## src/sv/lfu_pkg.sv

```systemverilog
// lfu counter update: shared types, register indexes and the division step
// no dependencies; imported by lfu_counter_update

package lfu_pkg;

	localparam int unsigned MinuteW = 16;
	localparam int unsigned CountW  = 8;
	localparam int unsigned WordW   = MinuteW + CountW;
	localparam int unsigned CfgIdxW = 2;
	localparam int unsigned CfgW    = 16;

	localparam logic [MinuteW-1:0] DecayReset  = 16'd1;
	localparam logic [CountW-1:0]  FactorReset = 8'd10;
	localparam logic [CountW-1:0]  InitReset   = 8'd5;
	localparam logic [CountW-1:0]  CountMax    = 8'd255;

	typedef enum logic [CfgIdxW-1:0] {
		CFG_DECAY_MINUTES = 2'd0,
		CFG_LOG_FACTOR    = 2'd1,
		CFG_INITIAL_COUNT = 2'd2
	} cfg_index_t;

	typedef struct packed {
		logic               operation;
		logic [WordW-1:0]   access_word;
		logic [MinuteW-1:0] current_minute;
		logic [MinuteW-1:0] random_value;
	} in_word_t;

	typedef struct packed {
		logic [CountW-1:0] count;
		logic [WordW-1:0]  new_word;
	} out_word_t;

	typedef struct packed {
		logic               take;
		logic [MinuteW-1:0] rem;
	} div_step_t;

	// one restoring division step for quotient bit sh
	function automatic div_step_t div_step(input logic [MinuteW-1:0] rem,
		input logic [MinuteW-1:0] div, input logic [2:0] sh);
		logic [WordW-1:0] dsh;
		div_step_t r;
		dsh = {{CountW{1'b0}}, div} << sh;
		r.take = {{CountW{1'b0}}, rem} >= dsh;
		r.rem = r.take ? rem - dsh[MinuteW-1:0] : rem;
		return r;
	endfunction

endpackage

```

## src/sv/lfu_counter_update.sv

```systemverilog
// lfu counter update: decay of the access counter, logarithmic increment, restamp
// depends on lfu_pkg

// A word given with start is taken in every cycle (busy stays low) and its
// result appears on result with result_valid high for one cycle, in order.
// Each word passes through the elapsed-minute stage, the pipelined restoring
// divider (two quotient bits per stage over four stages), then the decay
// subtract, the base-times-factor multiply and the random-value multiply,
// each in its own stage. The receiver cannot stall: results must be taken
// when shown. The user must write registers through cfg_we/cfg_index/cfg_data
// only while no word is in flight; the block itself does not enforce this.
module lfu_counter_update (
	input  logic                        clk,
	input  logic                        arst_n,
	input  logic                        start,
	output logic                        busy,
	input  lfu_pkg::in_word_t           item,
	output logic                        result_valid,
	output lfu_pkg::out_word_t          result,
	input  logic                        cfg_we,
	input  logic [lfu_pkg::CfgIdxW-1:0] cfg_index,
	input  logic [lfu_pkg::CfgW-1:0]    cfg_data
);
	import lfu_pkg::*;

	logic [MinuteW-1:0] decay_q;
	logic [CountW-1:0]  factor_q;
	logic [CountW-1:0]  init_q;

	always_ff @(posedge clk or negedge arst_n) begin
		if (!arst_n) begin
			decay_q  <= DecayReset;
			factor_q <= FactorReset;
			init_q   <= InitReset;
		end else if (cfg_we) begin
			unique case (cfg_index)
				CFG_DECAY_MINUTES: decay_q  <= cfg_data;
				CFG_LOG_FACTOR:    factor_q <= cfg_data[CountW-1:0];
				CFG_INITIAL_COUNT: init_q   <= cfg_data[CountW-1:0];
				default: ;
			endcase
		end
	end

	assign busy = 1'b0;

	// valid bits of stages 1..7
	logic [7:1] vld;
	logic       accept;
	assign accept = start && !busy;

	always_ff @(posedge clk or negedge arst_n) begin
		if (!arst_n) begin
			vld          <= '0;
			result_valid <= 1'b0;
		end else begin
			vld          <= {vld[6:1], accept};
			result_valid <= vld[7];
		end
	end

	// payload carried down the pipe
	in_word_t           w_s1, w_s2, w_s3, w_s4, w_s5, w_s6, w_s7;
	logic [MinuteW-1:0] elapsed_s1;
	logic [MinuteW-1:0] rem_s2, rem_s3, rem_s4;
	logic [1:0]         q_s2;
	logic [3:0]         q_s3;
	logic [5:0]         q_s4;
	logic [7:0]         q_s5;
	logic               sat_s2, sat_s3, sat_s4, sat_s5;
	logic [CountW-1:0]  cnt_s6, cnt_s7;
	logic [CountW-1:0]  base_s6;
	logic [MinuteW-1:0] m_s7;

	// stage 1: elapsed minutes, wrap taken against 65535
	logic [MinuteW-1:0] stamp_in, elapsed_d;
	always_comb begin
		stamp_in = item.access_word[WordW-1:CountW];
		if (item.current_minute >= stamp_in)
			elapsed_d = item.current_minute - stamp_in;
		else
			elapsed_d = item.current_minute - stamp_in - MinuteW'(1);
	end

	always_ff @(posedge clk) begin
		w_s1       <= item;
		elapsed_s1 <= elapsed_d;
	end

	// stages 2..5: quotient clamped to 8 bits, sat marks elapsed >= 256 * decay
	div_step_t a2, b2, a3, b3, a4, b4, a5, b5;
	logic      sat_d;
	always_comb begin
		sat_d = {{CountW{1'b0}}, elapsed_s1[MinuteW-1:CountW]} >= decay_q;
		a2 = div_step(elapsed_s1, decay_q, 3'd7);
		b2 = div_step(a2.rem, decay_q, 3'd6);
		a3 = div_step(rem_s2, decay_q, 3'd5);
		b3 = div_step(a3.rem, decay_q, 3'd4);
		a4 = div_step(rem_s3, decay_q, 3'd3);
		b4 = div_step(a4.rem, decay_q, 3'd2);
		a5 = div_step(rem_s4, decay_q, 3'd1);
		b5 = div_step(a5.rem, decay_q, 3'd0);
	end

	always_ff @(posedge clk) begin
		w_s2   <= w_s1;
		rem_s2 <= b2.rem;
		q_s2   <= {a2.take, b2.take};
		sat_s2 <= sat_d;

		w_s3   <= w_s2;
		rem_s3 <= b3.rem;
		q_s3   <= {q_s2, a3.take, b3.take};
		sat_s3 <= sat_s2;

		w_s4   <= w_s3;
		rem_s4 <= b4.rem;
		q_s4   <= {q_s3, a4.take, b4.take};
		sat_s4 <= sat_s3;

		w_s5   <= w_s4;
		q_s5   <= {q_s4, a5.take, b5.take};
		sat_s5 <= sat_s4;
	end

	// stage 6: decayed count and increment base
	logic [CountW-1:0] cnt_in, cnt_dec;
	always_comb begin
		cnt_in = w_s5.access_word[CountW-1:0];
		if (decay_q == '0)
			cnt_dec = cnt_in;
		else if (sat_s5 || q_s5 >= cnt_in)
			cnt_dec = '0;
		else
			cnt_dec = cnt_in - q_s5;
	end

	always_ff @(posedge clk) begin
		w_s6    <= w_s5;
		cnt_s6  <= cnt_dec;
		base_s6 <= (cnt_dec > init_q) ? cnt_dec - init_q : '0;
	end

	// stage 7: base times factor
	always_ff @(posedge clk) begin
		w_s7   <= w_s6;
		cnt_s7 <= cnt_s6;
		m_s7   <= base_s6 * factor_q;
	end

	// stage 8: random draw against the scaled probability, then the result word
	logic [2*MinuteW:0]  prod;
	logic                inc;
	logic [CountW-1:0]   cnt_fin;
	out_word_t           res_d;
	always_comb begin
		prod = {{MinuteW{1'b0}}, w_s7.random_value}
			* {{MinuteW{1'b0}}, ({1'b0, m_s7} + (MinuteW+1)'(1))};
		inc = (prod[2*MinuteW:MinuteW] == '0) && (cnt_s7 != CountMax);
		cnt_fin = inc ? cnt_s7 + CountW'(1) : cnt_s7;
		if (w_s7.operation) begin
			res_d.count    = cnt_fin;
			res_d.new_word = {w_s7.current_minute, cnt_fin};
		end else begin
			res_d.count    = cnt_s7;
			res_d.new_word = w_s7.access_word;
		end
	end

	always_ff @(posedge clk) begin
		result <= res_d;
	end

endmodule
```

## config.mk

```make
export PLATFORM = sky130hd
export DESIGN_NAME = lfu_counter_update
export DESIGN_NICKNAME = d
export VERILOG_FILES = /design/src/sv/lfu_pkg.sv /design/src/sv/lfu_counter_update.sv
export SDC_FILE = /design/constraint.sdc
export NUM_CORES = 1
export LEC_CHECK = 0
export CAP_MARGIN = 20
export CELL_PAD_IN_SITES_DETAIL_PLACEMENT = 1
export CELL_PAD_IN_SITES_GLOBAL_PLACEMENT = 1
export CORE_ASPECT_RATIO = 1.2
export CORE_MARGIN = 10
export CORE_UTILIZATION = 51
export CTS_CLUSTER_DIAMETER = 30
export DETAILED_ROUTE_END_ITERATION = 10
export DONT_BUFFER_PORTS = 1
export HOLD_SLACK_MARGIN = 0.03
export MAX_ROUTING_LAYER = met4
export PLACE_DENSITY = 0.84
export SYNTH_ARGS = -nofsm -noshare
export SYNTH_HDL_FRONTEND = slang
export SYNTH_SLANG_ARGS = --single-unit
```

## constraint.sdc

```tcl
create_clock -name clk -period 10.1 [get_ports clk]
set_input_delay 0.505 -clock clk [delete_from_list [all_inputs] [get_ports clk]]
set_output_delay 0.505 -clock clk [all_outputs]
set_load 0.02 [all_outputs]
```

==> results.yml, run 1 <==
outcome:
  outcome: "finished, final reports clean"
clock_tree:
  cts_max_level: 3
  insertion_delay_ns: 0.65
  clk_pin_slew_ns: 0.07
  cts_buffers: 81
  clock_path_buffers: 3
  cts_root_buffer: "clkbuf_16"
  cts_tree: "yes"
  cts_setup_buffers: 0
  numClockSinks: 599
critical_path:
  cp_top_family: "adder cells"
  reg2reg_slack_ns: 1.28
  path_common_cell: "fa_1"
  reg2reg_to: "result[25]"
  critPathMaxFanout: 16
  required_ns: 10.59
  crit_arrival_ns: 9.30
  cp-start-kind: "register"
  endpoint_kind: "register"
  critPathKind: "reg2reg"
  worst-r2r-cell-count: 30
  crit_path_max_incr_delay_ns: 0.56
  r2r-start: "m_s7[0]"
  cp_num_buf_inv: 4
  crit_start: "m_s7[0]"
  crit_slowest_cell: "fa_1"
floorplanning:
  die_x_um: 245
  initial_core_util: 0.513
  die-area_um2: 71200
  ios: 113
  core_area_um2: 60600
  rows: 99
  die_h_um: 290
logic_synthesis:
  synth_compound_area_frac: 0.0819
  yosys.area_share.simple: 0.125
  synth_nets: 3590
  syn_area_um2: 31000
  synth_top_family_by_area: "adder cells"
  avgSynthCellArea_um2: 10.4
  async_flop_share: 0.0668
  synthAdderAreaFrac: 0.276
  ys_warn_count: 0
  synthXorXnorAreaFrac: 0.0338
  synth_edf_count: 0
  synth.distinct_cells: 83
  ys.flop_type: "dfxtp_1"
  ys_ff_latch: 599
  yosysSeqAreaShare: 0.393
  synth_mux_area_frac: 0.0340
  netlist_instances: 2977
route:
  drcViolationCount: 0
  antenna_left: 0
  vias: 23208
  dr.pass1.iters: 5
  routed_wl_um: 104000
  drtIter0Drc: 1302
  routed_via_density: 5.85
  wire_per_inst_um: 26.2
sta:
  rsz0062_at_grt: "false"
  fin_crit_ns: 8.82
  fin_crit_sh: 0.873
  final_hold_viol_count: 0
  fin_skew_ns: 0.0559
  tightestPinTransition_ns: 1.12
  tns_ns: 0
  finalSetupViolations: 0
  drv_slew: 0
  slew_headroom: 0.254
  timing.fmax_mhz: 113
finish:
  multi_input_area_um2: 17200
  finalNetCount: 3706
  area_growth_pct: 14.8
  final_cell_mix: "dfxtp_1 (558), inv_1 (386), nand2_1 (314), ha_1 (281), fa_1 (253)"
  filler_cell_count: 6288
  drive_gt1_frac: 0.0921
  fin_area_um2: 35600
  seq_area_um2: 12200
  layout_commonest_cell: "dfxtp_1"
placement:
  gp_congestion: 0.910
  dp_hpwl_um: 64000
  placed_area_um2: 32000
  port_buffers: 0
global_routing:
  grt_max_degree: 41
  antenna_found_initial: 1
  grt_pass1_wl_um: 161000
  grt-ovfl-total: 0
  track_usage: 0.302
  grt_pass1_vias: 27422
run:
  cap_violations: 0
min_path:
  min-delay-start: "cfg_data[5]"
  hp-class: "in2reg"
  hold_path_depth: 1
  holdPathEnd: "factor_q[5]"
==> sequential cells by signal (all words and copies together), names as in the netlist, 16 cells and up <==
name / count
w_s4: 57
rem_s2: 16
elapsed_s1: 16
w_s5: 49
w_s3: 57
m_s7: 16
rem_s4: 16
rem_s3: 16
w_s2: 57
w_s6: 57
decay_q: 16
w_s1: 57
result: 32
w_s7: 57
==> synthesized netlist by cell type (27+ instances only) <==
cell        n  area share
fa_1      253        0.16
o21ai_0    96       0.015
xnor2_1    76       0.021
nor2_1    103       0.012
nand3_1    30      0.0048
xor2_1     44       0.012
and2_1    118       0.024
dfxtp_1   559        0.36
nand4_1    34      0.0069
dfrtp_1    35       0.028
nor2b_1    39      0.0079
mux2_2     84       0.030
a21oi_1    90       0.015
nand2_1   314       0.038
a21o_1     56       0.014
inv_1     386       0.047
nor3_1     36      0.0058
nand2b_1   27      0.0054
ha_1      281        0.11
clkbuf_1   61      0.0074
==> logic make-up after synthesis <==
| logic type | count (synthesis) |
|---|---|
| and+or+nand+nor | 783 |
| muxes | 95 |
| other | 1 |
| DFF | 599 |
| AOI/OAI and AO/OA | 389 |
| xor gates and xnor gates | 120 |
| buffers and inverters | 456 |
| adders and majority gates | 534 |
==> per-layer routing <==
metal  share of wire  vias up  global-route usage
li1                -     9985                   -
met1            0.33    11663               0.275
met2            0.53      996               0.538
met3           0.052      564              0.0563
met4           0.091        0               0.246
met5               0        -                   -
==> what timing repair did <==
action | in CTS | in global routing
hold endpoints to repair | 115 | 0
endpoints found under the setup margin | 0 | 0
resized for setup | 0 | 0
hold buffers | 73 | 0
==> final cells by class <==
class,instances,area share
multi-input combinational,1922,0.481
sequential,599,0.342
clock buffer,88,0.0585
inverter,388,0.0409
tap,808,0.0284
timing repair buffer,101,0.0270
clock inverter,62,0.0215
antenna,1,0.0000702
==> worst max-delay path by stage <==
stage / to / cells past startpoint
final: result[25] / 30
after global routing: result[2] / 30
after CTS: result[25] / 30
after detailed placement: result[25] / 30
after global placement: result[25] / 29
after floorplan: result[30] / 30
==> metrics by stage <==
| stage | cells | setup WS, ns | util | hold WS (ns) |
|---|---|---|---|---|
| 6_report | 3969 | 1.28 | 0.588 | 0.0552 |
| 5_1_grt | 3969 | 0.616 | 0.588 | 0.0476 |
| 4_1_cts | 3968 | 1.25 | 0.588 | 0.0402 |
| 3_5_place_dp | 3745 | 1.28 | 0.529 | 0.212 |
| 3_3_place_gp | 3744 | 1.72 | 0.529 | 0.212 |
| 2_1_floorplan | 2977 | 2.09 | - | 0.209 |
Power of run 1 is not shown: default switching activity piles up to over one toggle a cycle in this logic, so the estimate is an artifact.
==> run 2, diff against run 1 <==
Settings changed: ABC_AREA set to 1, CORE_UTILIZATION 51 to 50, CTS_CLUSTER_SIZE set to 40, PLACE_DENSITY 0.84 to 0.85.
==> run 2 against run 1 <==
  * Die area increased by 4.7%
  * Critical endpoint is now result[24]
  * First-iteration DRC count increased by 39%
  * Design area increased by 3.1%
  * Utilization decreased by 0.79 points
  * Area after synthesis increased by 3.1%
  * Via count increased by 15%
  * Global-route usage increased by 2.4 points
  * Critical path type unchanged
  * Sequential share of layout area decreased by 1.0 points
  * Hold slack improved by 0.029 ns
  * Clock-buffer cell count increased by 17
  * Largest cell class unchanged
  * Clock skew decreased by 0.0071 ns
==> results.yml, run 2 <==
critical_path:
  path_common_cell: "nand2_1"
  cp-start-kind: "register"
  crit_slowest_cell: "dfxtp_1"
  critPathMaxFanout: 14
  endpoint_kind: "register"
  critPathKind: "reg2reg"
  crit_arrival_ns: 9.59
  crit_path_max_incr_delay_ns: 0.78
  required_ns: 10.61
global_routing:
  grt-ovfl-total: 0
  grt_pass1_wl_um: 182000
  grt_pass1_vias: 30618
  grt_max_degree: 41
  track_usage: 0.325
  antenna_found_initial: 5
outcome:
  outcome: "finished, final reports clean"
route:
  antenna_left: 0
  wire_per_inst_um: 25.3
  dr.pass1.iters: 6
  drtIter0Drc: 1810
  routed_via_density: 5.70
  routed_wl_um: 118000
  drcViolationCount: 0
  vias: 26604
logic_synthesis:
  netlist_instances: 3663
  synth_nets: 4276
  yosysSeqAreaShare: 0.381
  synth_area_leader_cell: "dfxtp_1"
  synthTopCellsByArea: "dfxtp_1 (35%), fa_1 (16%), ha_1 (11%)"
  avgSynthCellArea_um2: 8.74
  synthTopCellsByCount: "nand2_1 (876), inv_1 (653), dfxtp_1 (559)"
  yosysMostFrequentCell: "nand2_1"
  synth_edf_count: 0
  ys.flop_type: "dfxtp_1"
  yosysTopAreaCellShare: 0.350
  ys_ff_latch: 599
  async_flop_share: 0.0668
  synth.distinct_cells: 58
  ys_warn_count: 0
  syn_area_um2: 32000
sta:
  fin_crit_ns: 9.08
  finalSetupViolations: 0
  drv_slew: 0
  rsz0062_at_grt: "false"
  fin_skew_ns: 0.0487
  tns_ns: 0
  fin_crit_sh: 0.899
  timing.fmax_mhz: 110
  slew_headroom: 0.342
  tightestPinTransition_ns: 0.980
  final_hold_viol_count: 0
floorplanning:
  core_area_um2: 63300
  initial_core_util: 0.505
  die-area_um2: 74600
  rows: 101
  ios: 113
  die_x_um: 251
  die_h_um: 297
clock_tree:
  cts_tree: "yes"
  numClockSinks: 599
  clk_pin_slew_ns: 0.07
  ctsResizeCount: 0
  cts_setup_buffers: 0
  cts_max_level: 3
  cts_root_buffer: "clkbuf_16"
  cts_buffers: 91
  insertion_delay_ns: 0.67
  clock_path_buffers: 3
placement:
  place_inst: 4423
  port_buffers: 0
  dp_hpwl_um: 71400
  gp_congestion: 0.895
finish:
  multi_input_area_um2: 17000
  fin_cells: 4667
  area_growth_pct: 14.8
  seq_area_um2: 12200
  layout_commonest_cell: "nand2_1"
  drive_gt1_frac: 0.0631
  final_cell_mix: "nand2_1 (876), inv_1 (653), dfxtp_1 (559), ha_1 (281), fa_1 (253)"
  finalNetCount: 4374
  filler_cell_count: 7203
run:
  cap_violations: 0
min_path:
  hp-class: "in2reg"
[run 2: cell count changes after synthesis, sizes merged, moves of 34 or more]
cell	previous run	this run
a21oi	93	135
inv	386	665
o21ai	98	143
and2	119	1
nand2	314	884
xnor2	76	42
nor2b	39	0
nor2	103	247
a21o	56	10
mux2	84	0
nand3	30	111
[run 2: cells by family after synthesis]
kind of cell	count (synthesis)	synth area share
compound gates	343	0.0601
xor+xnor	108	0.0298
fa+ha+maj	534	0.268
buf+inv	740	0.0883
flops	599	0.381
other cells	1	0.000117
simple gates	1338	0.172
[run 2: through the flow]
step,setup WS [ns],hold WS (ns),util,instance area [µm²]
final,1.02,0.0846,0.581,36800
after floorplan,3.23,0.209,-,32000
after global placement,1.99,0.211,0.518,32800
after CTS,1.25,0.0413,0.580,36700
after detailed placement,1.64,0.211,0.518,32800
after global routing,0.443,0.107,0.580,36800
[run 2: path summary, 6_finish.rpt]
check	startpoint	to	slack, ns	depth (start not counted)
max in group asynchronous	arst_n	factor_q[1]	9.48	2
worst min-delay path	cfg_data[7]	init_q[7]	0.08	2
worst max-delay path	m_s7[0]	result[24]	1.02	39
min in group asynchronous	arst_n	decay_q[5]	0.34	2
worst min register to register	w_s4[10]	w_s5[10]	0.31	0
worst max register to register	m_s7[0]	result[24]	1.02	39
[run 2: routing by layer]
| layer | routed length, µm | vias up | global-route usage | share of wire |
|---|---|---|---|---|
| li1 | - | 11523 | - | - |
| met1 | 39200 | 12960 | 0.307 | 0.33 |
| met2 | 59600 | 1376 | 0.555 | 0.50 |
| met3 | 7970 | 745 | 0.0747 | 0.067 |
| met4 | 11400 | 0 | 0.270 | 0.096 |
| met5 | 0 | - | - | 0 |
[run 2: worst max-delay path: cells and delay by family, from the launching register on]
family	cells	cell delay [ns]
AO/OA/AOI/OAI	1	0.18
adder cells (fa/ha/maj)	8	3.84
buffers and inverters	6	0.87
flip-flops	1	0.78
AND/OR/NAND/NOR	24	3.23
[run 2: cell type report]
class / instances / share of cell area
multi-input cells: 2324 / 0.462
flip-flops and latches: 599 / 0.332
inverters: 669 / 0.0683
clock buffers: 105 / 0.0661
well taps: 824 / 0.0281
clock inverters: 64 / 0.0222
repair buffers: 76 / 0.0210
diodes: 6 / 0.000409
[run 2: what timing repair did]
action | 4_1_cts | 5_1_grt
hold buffers | 68 | 0
endpoints found under the setup margin | 0 | 0
endpoints found under the hold margin | 106 | 0
Power of run 2 is left out for the same reason.
